<file path="src/hdl/msu_pkg.sv">
package msu_pkg;

    // default sizes of the unit
    localparam int THREAD_COUNT_DEF  = 8;
    localparam int MAILBOX_COUNT_DEF = 8;

    // fixed field widths
    localparam int THREAD_W = 3;
    localparam int MBOX_W   = 3;
    localparam int WORD_W   = 32;

    // number of threads and mailboxes a request can name at all
    localparam int THREAD_LIMIT = 1 << THREAD_W;
    localparam int MBOX_LIMIT   = 1 << MBOX_W;

    // request opcode
    typedef enum logic {
        OP_SEND = 1'b0,
        OP_RECV = 1'b1
    } t_opcode;

    // per-thread wait state
    typedef enum logic [1:0] {
        KIND_NONE = 2'd0,
        KIND_SEND = 2'd1,
        KIND_RECV = 2'd2
    } t_wait_kind;

    // sequencer states
    typedef enum logic [1:0] {
        ST_IDLE  = 2'd0,
        ST_CHECK = 2'd1,
        ST_SCAN  = 2'd2,
        ST_POST  = 2'd3
    } t_state;

    // write into the wait table
    typedef struct packed {
        logic                en;
        logic [THREAD_W-1:0] idx;
        t_wait_kind          kind;
        logic [MBOX_W-1:0]   box;
    } t_wt_write;

    // compare of one wait table entry against a wanted kind and mailbox
    typedef struct packed {
        logic [THREAD_W-1:0] idx;
        t_wait_kind          kind;
        logic [MBOX_W-1:0]   box;
    } t_wt_probe;

endpackage

</file>
<file path="src/hdl/msu_wait_table.sv">
module msu_wait_table #(
    parameter int THREAD_COUNT = msu_pkg::THREAD_COUNT_DEF
) (
    input  logic               i_clk,
    input  logic               i_rst_n,
    input  msu_pkg::t_wt_write i_wr,
    input  msu_pkg::t_wt_probe i_probe,
    output logic               o_hit
);

    // only threads a request can name ever wait
    localparam int DEPTH = (THREAD_COUNT < msu_pkg::THREAD_LIMIT) ? THREAD_COUNT
                                                                  : msu_pkg::THREAD_LIMIT;
    localparam int IDX_W = $clog2(DEPTH);

    msu_pkg::t_wait_kind             r_kind [DEPTH];
    logic [msu_pkg::MBOX_W-1:0]      r_box  [DEPTH];
    logic [IDX_W-1:0]                w_wr_idx;
    logic [IDX_W-1:0]                w_rd_idx;

    assign w_wr_idx = i_wr.idx[IDX_W-1:0];
    assign w_rd_idx = i_probe.idx[IDX_W-1:0];

    // entry storage, one write a cycle
    always_ff @(posedge i_clk) begin
        if (!i_rst_n) begin
            for (int k = 0; k < DEPTH; k++) begin
                r_kind[k] <= msu_pkg::KIND_NONE;
                r_box[k]  <= '0;
            end
        end else if (i_wr.en) begin
            r_kind[w_wr_idx] <= i_wr.kind;
            r_box[w_wr_idx]  <= i_wr.box;
        end
    end

    // shared compare unit, one entry per cycle
    assign o_hit = (r_kind[w_rd_idx] == i_probe.kind) && (r_box[w_rd_idx] == i_probe.box);

endmodule

</file>
<file path="src/hdl/mailbox_sync_unit.sv">
// channel   direction  handshake                  payload
// request   in         i_in_valid / o_in_ready    i_opcode i_mailbox_id i_caller_thread i_mail_in
// result    out        o_out_valid / i_out_ready  o_op_status o_mail_out o_woke_valid o_woke_thread
//
// a request that blocks or is ignored passes through the check and post states; one that
// completes also passes through the scan state, where the single compare unit walks the wait
// table one thread a cycle from thread 0 upwards over 1 to min(THREAD_COUNT, 8) entries.
// o_in_ready is high only while the sequencer is idle; a result waiting in the output
// register does not hold off the next request, but a finished request waits for it.
// synchronous active-low reset empties all mailboxes and clears the wait table.
module mailbox_sync_unit #(
    parameter int THREAD_COUNT  = msu_pkg::THREAD_COUNT_DEF,
    parameter int MAILBOX_COUNT = msu_pkg::MAILBOX_COUNT_DEF
) (
    input  logic                        i_clk,
    input  logic                        i_rst_n,
    input  logic                        i_in_valid,
    output logic                        o_in_ready,
    input  logic                        i_opcode,
    input  logic [msu_pkg::MBOX_W-1:0]  i_mailbox_id,
    input  logic [msu_pkg::THREAD_W-1:0] i_caller_thread,
    input  logic [msu_pkg::WORD_W-1:0]  i_mail_in,
    output logic                        o_out_valid,
    input  logic                        i_out_ready,
    output logic                        o_op_status,
    output logic [msu_pkg::WORD_W-1:0]  o_mail_out,
    output logic                        o_woke_valid,
    output logic [msu_pkg::THREAD_W-1:0] o_woke_thread
);

    localparam int WT_DEPTH = (THREAD_COUNT < msu_pkg::THREAD_LIMIT) ? THREAD_COUNT
                                                                     : msu_pkg::THREAD_LIMIT;
    localparam int WT_IDX_W = $clog2(WT_DEPTH);
    localparam int MB_DEPTH = (MAILBOX_COUNT < msu_pkg::MBOX_LIMIT) ? MAILBOX_COUNT
                                                                    : msu_pkg::MBOX_LIMIT;
    localparam int MB_IDX_W = (MB_DEPTH > 1) ? $clog2(MB_DEPTH) : 1;
    localparam int CNT_W    = 7;

    // sequencer and request registers
    msu_pkg::t_state                 r_state, n_state;
    msu_pkg::t_opcode                r_op, n_op;
    logic [msu_pkg::MBOX_W-1:0]      r_box, n_box;
    logic [msu_pkg::THREAD_W-1:0]    r_thr, n_thr;
    logic [msu_pkg::WORD_W-1:0]      r_word, n_word;
    msu_pkg::t_wait_kind             r_target, n_target;
    logic [WT_IDX_W-1:0]             r_scan, n_scan;

    // result being built
    logic                            r_status, n_status;
    logic [msu_pkg::WORD_W-1:0]      r_mail, n_mail;
    logic                            r_woke, n_woke;
    logic [msu_pkg::THREAD_W-1:0]    r_who, n_who;

    // output register
    logic                            r_out_valid, n_out_valid;
    logic                            r_out_status, n_out_status;
    logic [msu_pkg::WORD_W-1:0]      r_out_mail, n_out_mail;
    logic                            r_out_woke, n_out_woke;
    logic [msu_pkg::THREAD_W-1:0]    r_out_who, n_out_who;

    // mailbox slots
    logic [msu_pkg::WORD_W-1:0]      r_slot_word [MB_DEPTH];
    logic                            r_slot_full [MB_DEPTH];
    logic                            w_slot_set;
    logic                            w_slot_clr;
    logic [MB_IDX_W-1:0]             w_box_idx;
    logic                            w_in_range;
    logic                            w_out_free;

    // wait table
    msu_pkg::t_wt_write              w_wt_wr;
    msu_pkg::t_wt_probe              w_wt_probe;
    logic                            w_wt_hit;

    msu_wait_table #(
        .THREAD_COUNT (THREAD_COUNT)
    ) u_wait_table (
        .i_clk   (i_clk),
        .i_rst_n (i_rst_n),
        .i_wr    (w_wt_wr),
        .i_probe (w_wt_probe),
        .o_hit   (w_wt_hit)
    );

    assign w_box_idx  = r_box[MB_IDX_W-1:0];
    assign w_in_range = ({(CNT_W - msu_pkg::MBOX_W)'(0), r_box} < CNT_W'(MAILBOX_COUNT))
                     && ({(CNT_W - msu_pkg::THREAD_W)'(0), r_thr} < CNT_W'(THREAD_COUNT));
    assign w_out_free = !r_out_valid || i_out_ready;

    assign w_wt_probe.idx  = msu_pkg::THREAD_W'(r_scan);
    assign w_wt_probe.kind = r_target;
    assign w_wt_probe.box  = r_box;

    // state register
    always_ff @(posedge i_clk) begin
        if (!i_rst_n) begin
            r_state     <= msu_pkg::ST_IDLE;
            r_out_valid <= 1'b0;
        end else begin
            r_state     <= n_state;
            r_out_valid <= n_out_valid;
        end
    end

    // payload registers
    always_ff @(posedge i_clk) begin
        r_op         <= n_op;
        r_box        <= n_box;
        r_thr        <= n_thr;
        r_word       <= n_word;
        r_target     <= n_target;
        r_scan       <= n_scan;
        r_status     <= n_status;
        r_mail       <= n_mail;
        r_woke       <= n_woke;
        r_who        <= n_who;
        r_out_status <= n_out_status;
        r_out_mail   <= n_out_mail;
        r_out_woke   <= n_out_woke;
        r_out_who    <= n_out_who;
    end

    // slot full flags
    always_ff @(posedge i_clk) begin
        if (!i_rst_n) begin
            for (int k = 0; k < MB_DEPTH; k++) begin
                r_slot_full[k] <= 1'b0;
            end
        end else if (w_slot_set) begin
            r_slot_full[w_box_idx] <= 1'b1;
        end else if (w_slot_clr) begin
            r_slot_full[w_box_idx] <= 1'b0;
        end
    end

    // slot words, written by a completing send
    always_ff @(posedge i_clk) begin
        if (w_slot_set) begin
            r_slot_word[w_box_idx] <= r_word;
        end
    end

    // next state and datapath control
    always_comb begin
        n_state      = r_state;
        n_op         = r_op;
        n_box        = r_box;
        n_thr        = r_thr;
        n_word       = r_word;
        n_target     = r_target;
        n_scan       = r_scan;
        n_status     = r_status;
        n_mail       = r_mail;
        n_woke       = r_woke;
        n_who        = r_who;
        n_out_valid  = r_out_valid;
        n_out_status = r_out_status;
        n_out_mail   = r_out_mail;
        n_out_woke   = r_out_woke;
        n_out_who    = r_out_who;
        w_slot_set   = 1'b0;
        w_slot_clr   = 1'b0;
        w_wt_wr      = '{en: 1'b0, idx: r_thr, kind: msu_pkg::KIND_NONE, box: '0};
        o_in_ready   = 1'b0;

        // downstream drains the output register
        if (r_out_valid && i_out_ready) begin
            n_out_valid = 1'b0;
        end

        case (r_state)
            msu_pkg::ST_IDLE: begin
                o_in_ready = 1'b1;
                if (i_in_valid) begin
                    n_op     = msu_pkg::t_opcode'(i_opcode);
                    n_box    = i_mailbox_id;
                    n_thr    = i_caller_thread;
                    n_word   = i_mail_in;
                    n_status = 1'b0;
                    n_mail   = '0;
                    n_woke   = 1'b0;
                    n_who    = '0;
                    n_scan   = '0;
                    n_state  = msu_pkg::ST_CHECK;
                end
            end

            msu_pkg::ST_CHECK: begin
                n_state = msu_pkg::ST_POST;
                if (w_in_range) begin
                    // caller is running, so its old wait entry goes
                    w_wt_wr.en = 1'b1;
                    if (r_op == msu_pkg::OP_SEND) begin
                        if (r_slot_full[w_box_idx]) begin
                            w_wt_wr.kind = msu_pkg::KIND_SEND;
                            w_wt_wr.box  = r_box;
                            n_status     = 1'b1;
                        end else begin
                            w_slot_set = 1'b1;
                            n_target   = msu_pkg::KIND_RECV;
                            n_state    = msu_pkg::ST_SCAN;
                        end
                    end else begin
                        if (!r_slot_full[w_box_idx]) begin
                            w_wt_wr.kind = msu_pkg::KIND_RECV;
                            w_wt_wr.box  = r_box;
                            n_status     = 1'b1;
                        end else begin
                            w_slot_clr = 1'b1;
                            n_mail     = r_slot_word[w_box_idx];
                            n_target   = msu_pkg::KIND_SEND;
                            n_state    = msu_pkg::ST_SCAN;
                        end
                    end
                end
            end

            msu_pkg::ST_SCAN: begin
                // walk the wait table from thread 0, wake the first match
                if (w_wt_hit) begin
                    w_wt_wr.en  = 1'b1;
                    w_wt_wr.idx = msu_pkg::THREAD_W'(r_scan);
                    n_woke      = 1'b1;
                    n_who       = msu_pkg::THREAD_W'(r_scan);
                    n_state     = msu_pkg::ST_POST;
                end else if (r_scan == WT_IDX_W'(WT_DEPTH - 1)) begin
                    n_state = msu_pkg::ST_POST;
                end else begin
                    n_scan = r_scan + 1'b1;
                end
            end

            msu_pkg::ST_POST: begin
                // hand the result over once the output register is free
                if (w_out_free) begin
                    n_out_valid  = 1'b1;
                    n_out_status = r_status;
                    n_out_mail   = r_mail;
                    n_out_woke   = r_woke;
                    n_out_who    = r_who;
                    n_state      = msu_pkg::ST_IDLE;
                end
            end

            default: begin
                n_state = msu_pkg::ST_IDLE;
            end
        endcase
    end

    assign o_out_valid   = r_out_valid;
    assign o_op_status   = r_out_status;
    assign o_mail_out    = r_out_mail;
    assign o_woke_valid  = r_out_woke;
    assign o_woke_thread = r_out_who;

endmodule
</file>
<file path="config.mk">
export PLATFORM = sky130hd
export DESIGN_NAME = mailbox_sync_unit
export DESIGN_NICKNAME = d
export VERILOG_FILES = /design/src/hdl/msu_pkg.sv /design/src/hdl/msu_wait_table.sv /design/src/hdl/mailbox_sync_unit.sv
export SDC_FILE = /design/constraint.sdc
export NUM_CORES = 1
export LEC_CHECK = 0
export BUFFER_PORTS_ARGS = -buffer_cell sky130_fd_sc_hd__buf_2
export CELL_PAD_IN_SITES_DETAIL_PLACEMENT = 0
export CELL_PAD_IN_SITES_GLOBAL_PLACEMENT = 1
export CORE_UTILIZATION = 42
export DETAILED_ROUTE_END_ITERATION = 8
export MAX_ROUTING_LAYER = met4
export PLACE_DENSITY = 0.67
export SYNTH_ARGS = -nofsm -noshare
export SYNTH_HDL_FRONTEND = slang
export SYNTH_SLANG_ARGS = --single-unit
</file>
<file path="constraint.sdc">
create_clock -name i_clk -period 10.4 [get_ports i_clk]
set_clock_uncertainty 0.2 [all_clocks]
set_input_delay 2.08 -clock i_clk [delete_from_list [all_inputs] [get_ports i_clk]]
set_output_delay 2.08 -clock i_clk [all_outputs]
set_load 0.02 [all_outputs]
</file>
==> results.json <==
{
  "worst_pin_slew_ns": 1.24,
  "regToRegSetupSlack_ns": 6.22,
  "cts.clk_slew.worst_paths_ns": 0.06,
  "fin_ws_ns": 6.22,
  "hold_viol_final": 0,
  "grt_pass1_wl_microns": 49800,
  "holdCritStartpoint": "r_who[0]",
  "synth_top_area_share": 0.748,
  "vias": 7869,
  "p_leak_nw": 6.25,
  "ys.flop_type": "edfxtp_1",
  "fmax_mhz": 239,
  "totalWireLength_microns": 31800,
  "synth-edff-count": 414,
  "holdPathStages": 0,
  "ys_warn_count": 0,
  "avgSynthCellArea_sq_um": 19.8,
  "r2r_end": "r_slot_word[4][22]",
  "min_path_type": "flip-flop to flip-flop",
  "io-pin-count": 82,
  "netlist_instances": 840,
  "crit_top_cell": "buf_4",
  "place_ws_ns": 6.05,
  "hold_buffers": 0,
  "ys_top_cells_by_area": "edfxtp_1 (75%), mux4_2 (9.1%), mux2i_1 (3.3%), dfxtp_1 (2.0%), a21oi_1 (1.4%)",
  "grt_pass1_vias": 8290,
  "wl_per_cell_microns": 21.4,
  "synth_seq_cells": 431,
  "synth_area_leader_cell": "edfxtp_1",
  "cts_tree": "built",
  "stdcell_area_sq_um": 19100,
  "startpoint_type": "flip-flop",
  "die_w_microns": 201,
  "holdPathEnd": "o_woke_thread[0]",
  "via_per_inst": 5.31,
  "drt-initial-drc-count": 657,
  "fp.dieH_microns": 201,
  "crit_slowest_cell": "buf_4",
  "critPathMaxStageDelay_ns": 0.76,
  "crit_chain": "buf_4 > mux4_2 > mux2i_1 > ha_1 > nand3_1 > nor3_2 > buf_4",
  "finalSetupTns_ns": 0,
  "place_area_sq_um": 17600,
  "grt_overflow": 0,
  "die_area_sq_um": 40400,
  "ir_drop_uv": 165,
  "clock_path_buffers": 3,
  "drive_gt1_frac": 0.249,
  "finalCritPeriodShare": 0.402,
  "path_buf_inv": 2,
  "gp_congestion": 0.805,
  "htreeDepth": 2,
  "drv_slew": 0,
  "design.core.area_sq_um": 38800,
  "dr.pass1.iters": 5,
  "synthesis.area_sq_um": 16600,
  "clock-sinks": 431,
  "grt_max_degree": 67,
  "period_minus_slack_ns": 4.18,
  "route.detailed.drc": 0,
  "endpoint_kind": "flip-flop",
  "ys_types": 45,
  "num_antenna_cells": 0,
  "path_class": "flip-flop to flip-flop",
  "antenna_found_initial": 0,
  "maxCapViolCount": 0,
  "worstPathMaxFanout": 66,
  "grt_usage": 0.170,
  "crit_arrival_ns": 4.22,
  "final-setup-viol-count": 0,
  "clock-root-buffer": "clkbuf_16",
  "final_antenna_net_count": 0,
  "start_util": 0.428,
  "final_net_count": 985,
  "std_cell_rows": 72,
  "io_buffer_count": 81,
  "cts_made_buffers": 47,
  "timing.slew.headroom": 0.173,
  "layout_commonest_cell": "edfxtp_1",
  "rsz0062_at_grt": "false",
  "num-fill-cells": 3157,
  "dp_hpwl_microns": 18100,
  "synthToLayoutAreaGrowth_pct": 14.7,
  "async_reset_ff_frac": 0,
  "insertion_delay_ns": 0.59,
  "cp.required_ns": 10.44,
  "cellPowerDensity_nw_per_um2": 251,
  "syn_nets": 893,
  "crit_family": "buffers and inverters",
  "synth-seq-area-share": 0.769,
  "final_cell_mix": "edfxtp_1 (414), buf_2 (81), mux4_2 (67)",
  "status": "complete, no violations",
  "cts.repair.resized": 0,
  "cts_post_setup_buffers_inserted": 0,
  "r2r_cells": 7
}
==> layer usage <==
| layer | vias to the layer above | global-route usage | part of all wire |
|---|---|---|---|
| li1 | 3595 | - | - |
| met2 | 194 | 0.262 | 0.48 |
| met4 | 0 | 0.0624 | 0.024 |
| met5 | - | - | 0 |
| met3 | 55 | 0.0304 | 0.043 |
| met1 | 4025 | 0.226 | 0.46 |
==> where the power goes <==
part,total (mW),switching [mW],internal (mW)
combinational,0.829,0.501,0.328
sequential,2.37,0.149,2.22
clock,1.59,0.663,0.928
==> state kept, by name, summed over array words and instances, names as in the netlist, named ones only <==
signal and flops:
u_wait_table.r_box 24, o_out_valid 1, r_status 1, r_state 2, r_word 32, r_woke 1, r_thr 3, r_target 2
o_woke_valid 1, o_op_status 1, r_slot_word 256, o_woke_thread 3, r_mail 32, r_who 3, o_mail_out 32, r_scan 3
r_op 1, u_wait_table.r_kind 16, r_slot_full 8, r_box 3
==> cells in the mapped netlist, types with 12 or more instances <==
cell type	number
a21oi_1	47
o31ai_1	13
clkbuf_1	23
nor2_1	17
nor2b_1	37
mux2i_1	55
mux4_2	67
nand2_1	21
nand3_1	13
edfxtp_1	414
dfxtp_1	17
buf_2	12
==> worst reg2reg max path, cell delays in order (launching register included) <==
cell     delay [ns]
dfxtp_2        0.31
buf_4          0.76
mux4_2         0.42
mux2i_1        0.30
ha_1           0.28
nand3_1        0.30
nor3_2         0.75
buf_4          0.50
==> cell type report <==
| cell class | count | area, sq um | area share |
|---|---|---|---|
| Clock inverter | 24 | 229 | 0.0120 |
| Inverter | 7 | 26.3 | 0.00138 |
| Sequential cell | 431 | 12800 | 0.671 |
| Clock buffer | 58 | 1250 | 0.0655 |
| Tap cell | 518 | 648 | 0.0340 |
| Timing Repair Buffer | 89 | 465 | 0.0244 |
| Multi-Input combinational cell | 356 | 3660 | 0.192 |
==> cell families (layout without fill, tap and decap cells) <==
logic type	count (synthesis)	after routing	synth area share
buffers and inverters	53	178	0.0152
multiplexers	129	129	0.132
AO/OA/AOI/OAI	86	86	0.0321
adder cells (fa/ha/maj)	10	10	0.00753
AND/OR/NAND/NOR	126	126	0.0415
flip-flops	431	431	0.769
XOR/XNOR	5	5	0.00264
==> how the worst max path moves through the flow <==
stage	end	depth (start not counted)
3_3_place_gp	u_wait_table.r_box[3][0]	5
2_1_floorplan	r_mail[0]	2
5_1_grt	r_slot_word[4][21]	7
3_5_place_dp	u_wait_table.r_box[0][0]	5
4_1_cts	r_slot_word[4][3]	7
6_report	r_slot_word[4][22]	7
==> through the flow <==
step / power [mW] / util / hold WS (ns) / instances
finish: 4.79 / 0.491 / 0.216 / 1483
global route: 5.01 / 0.491 / 0.221 / 1483
CTS: 4.85 / 0.491 / 0.217 / 1483
detailed placement: 3.25 / 0.453 / 0.205 / 1401
global placement: 3.25 / 0.453 / 0.201 / 1401
floorplan: 2.97 / - / 0.200 / 840
(Power assumes the default switching activity.)
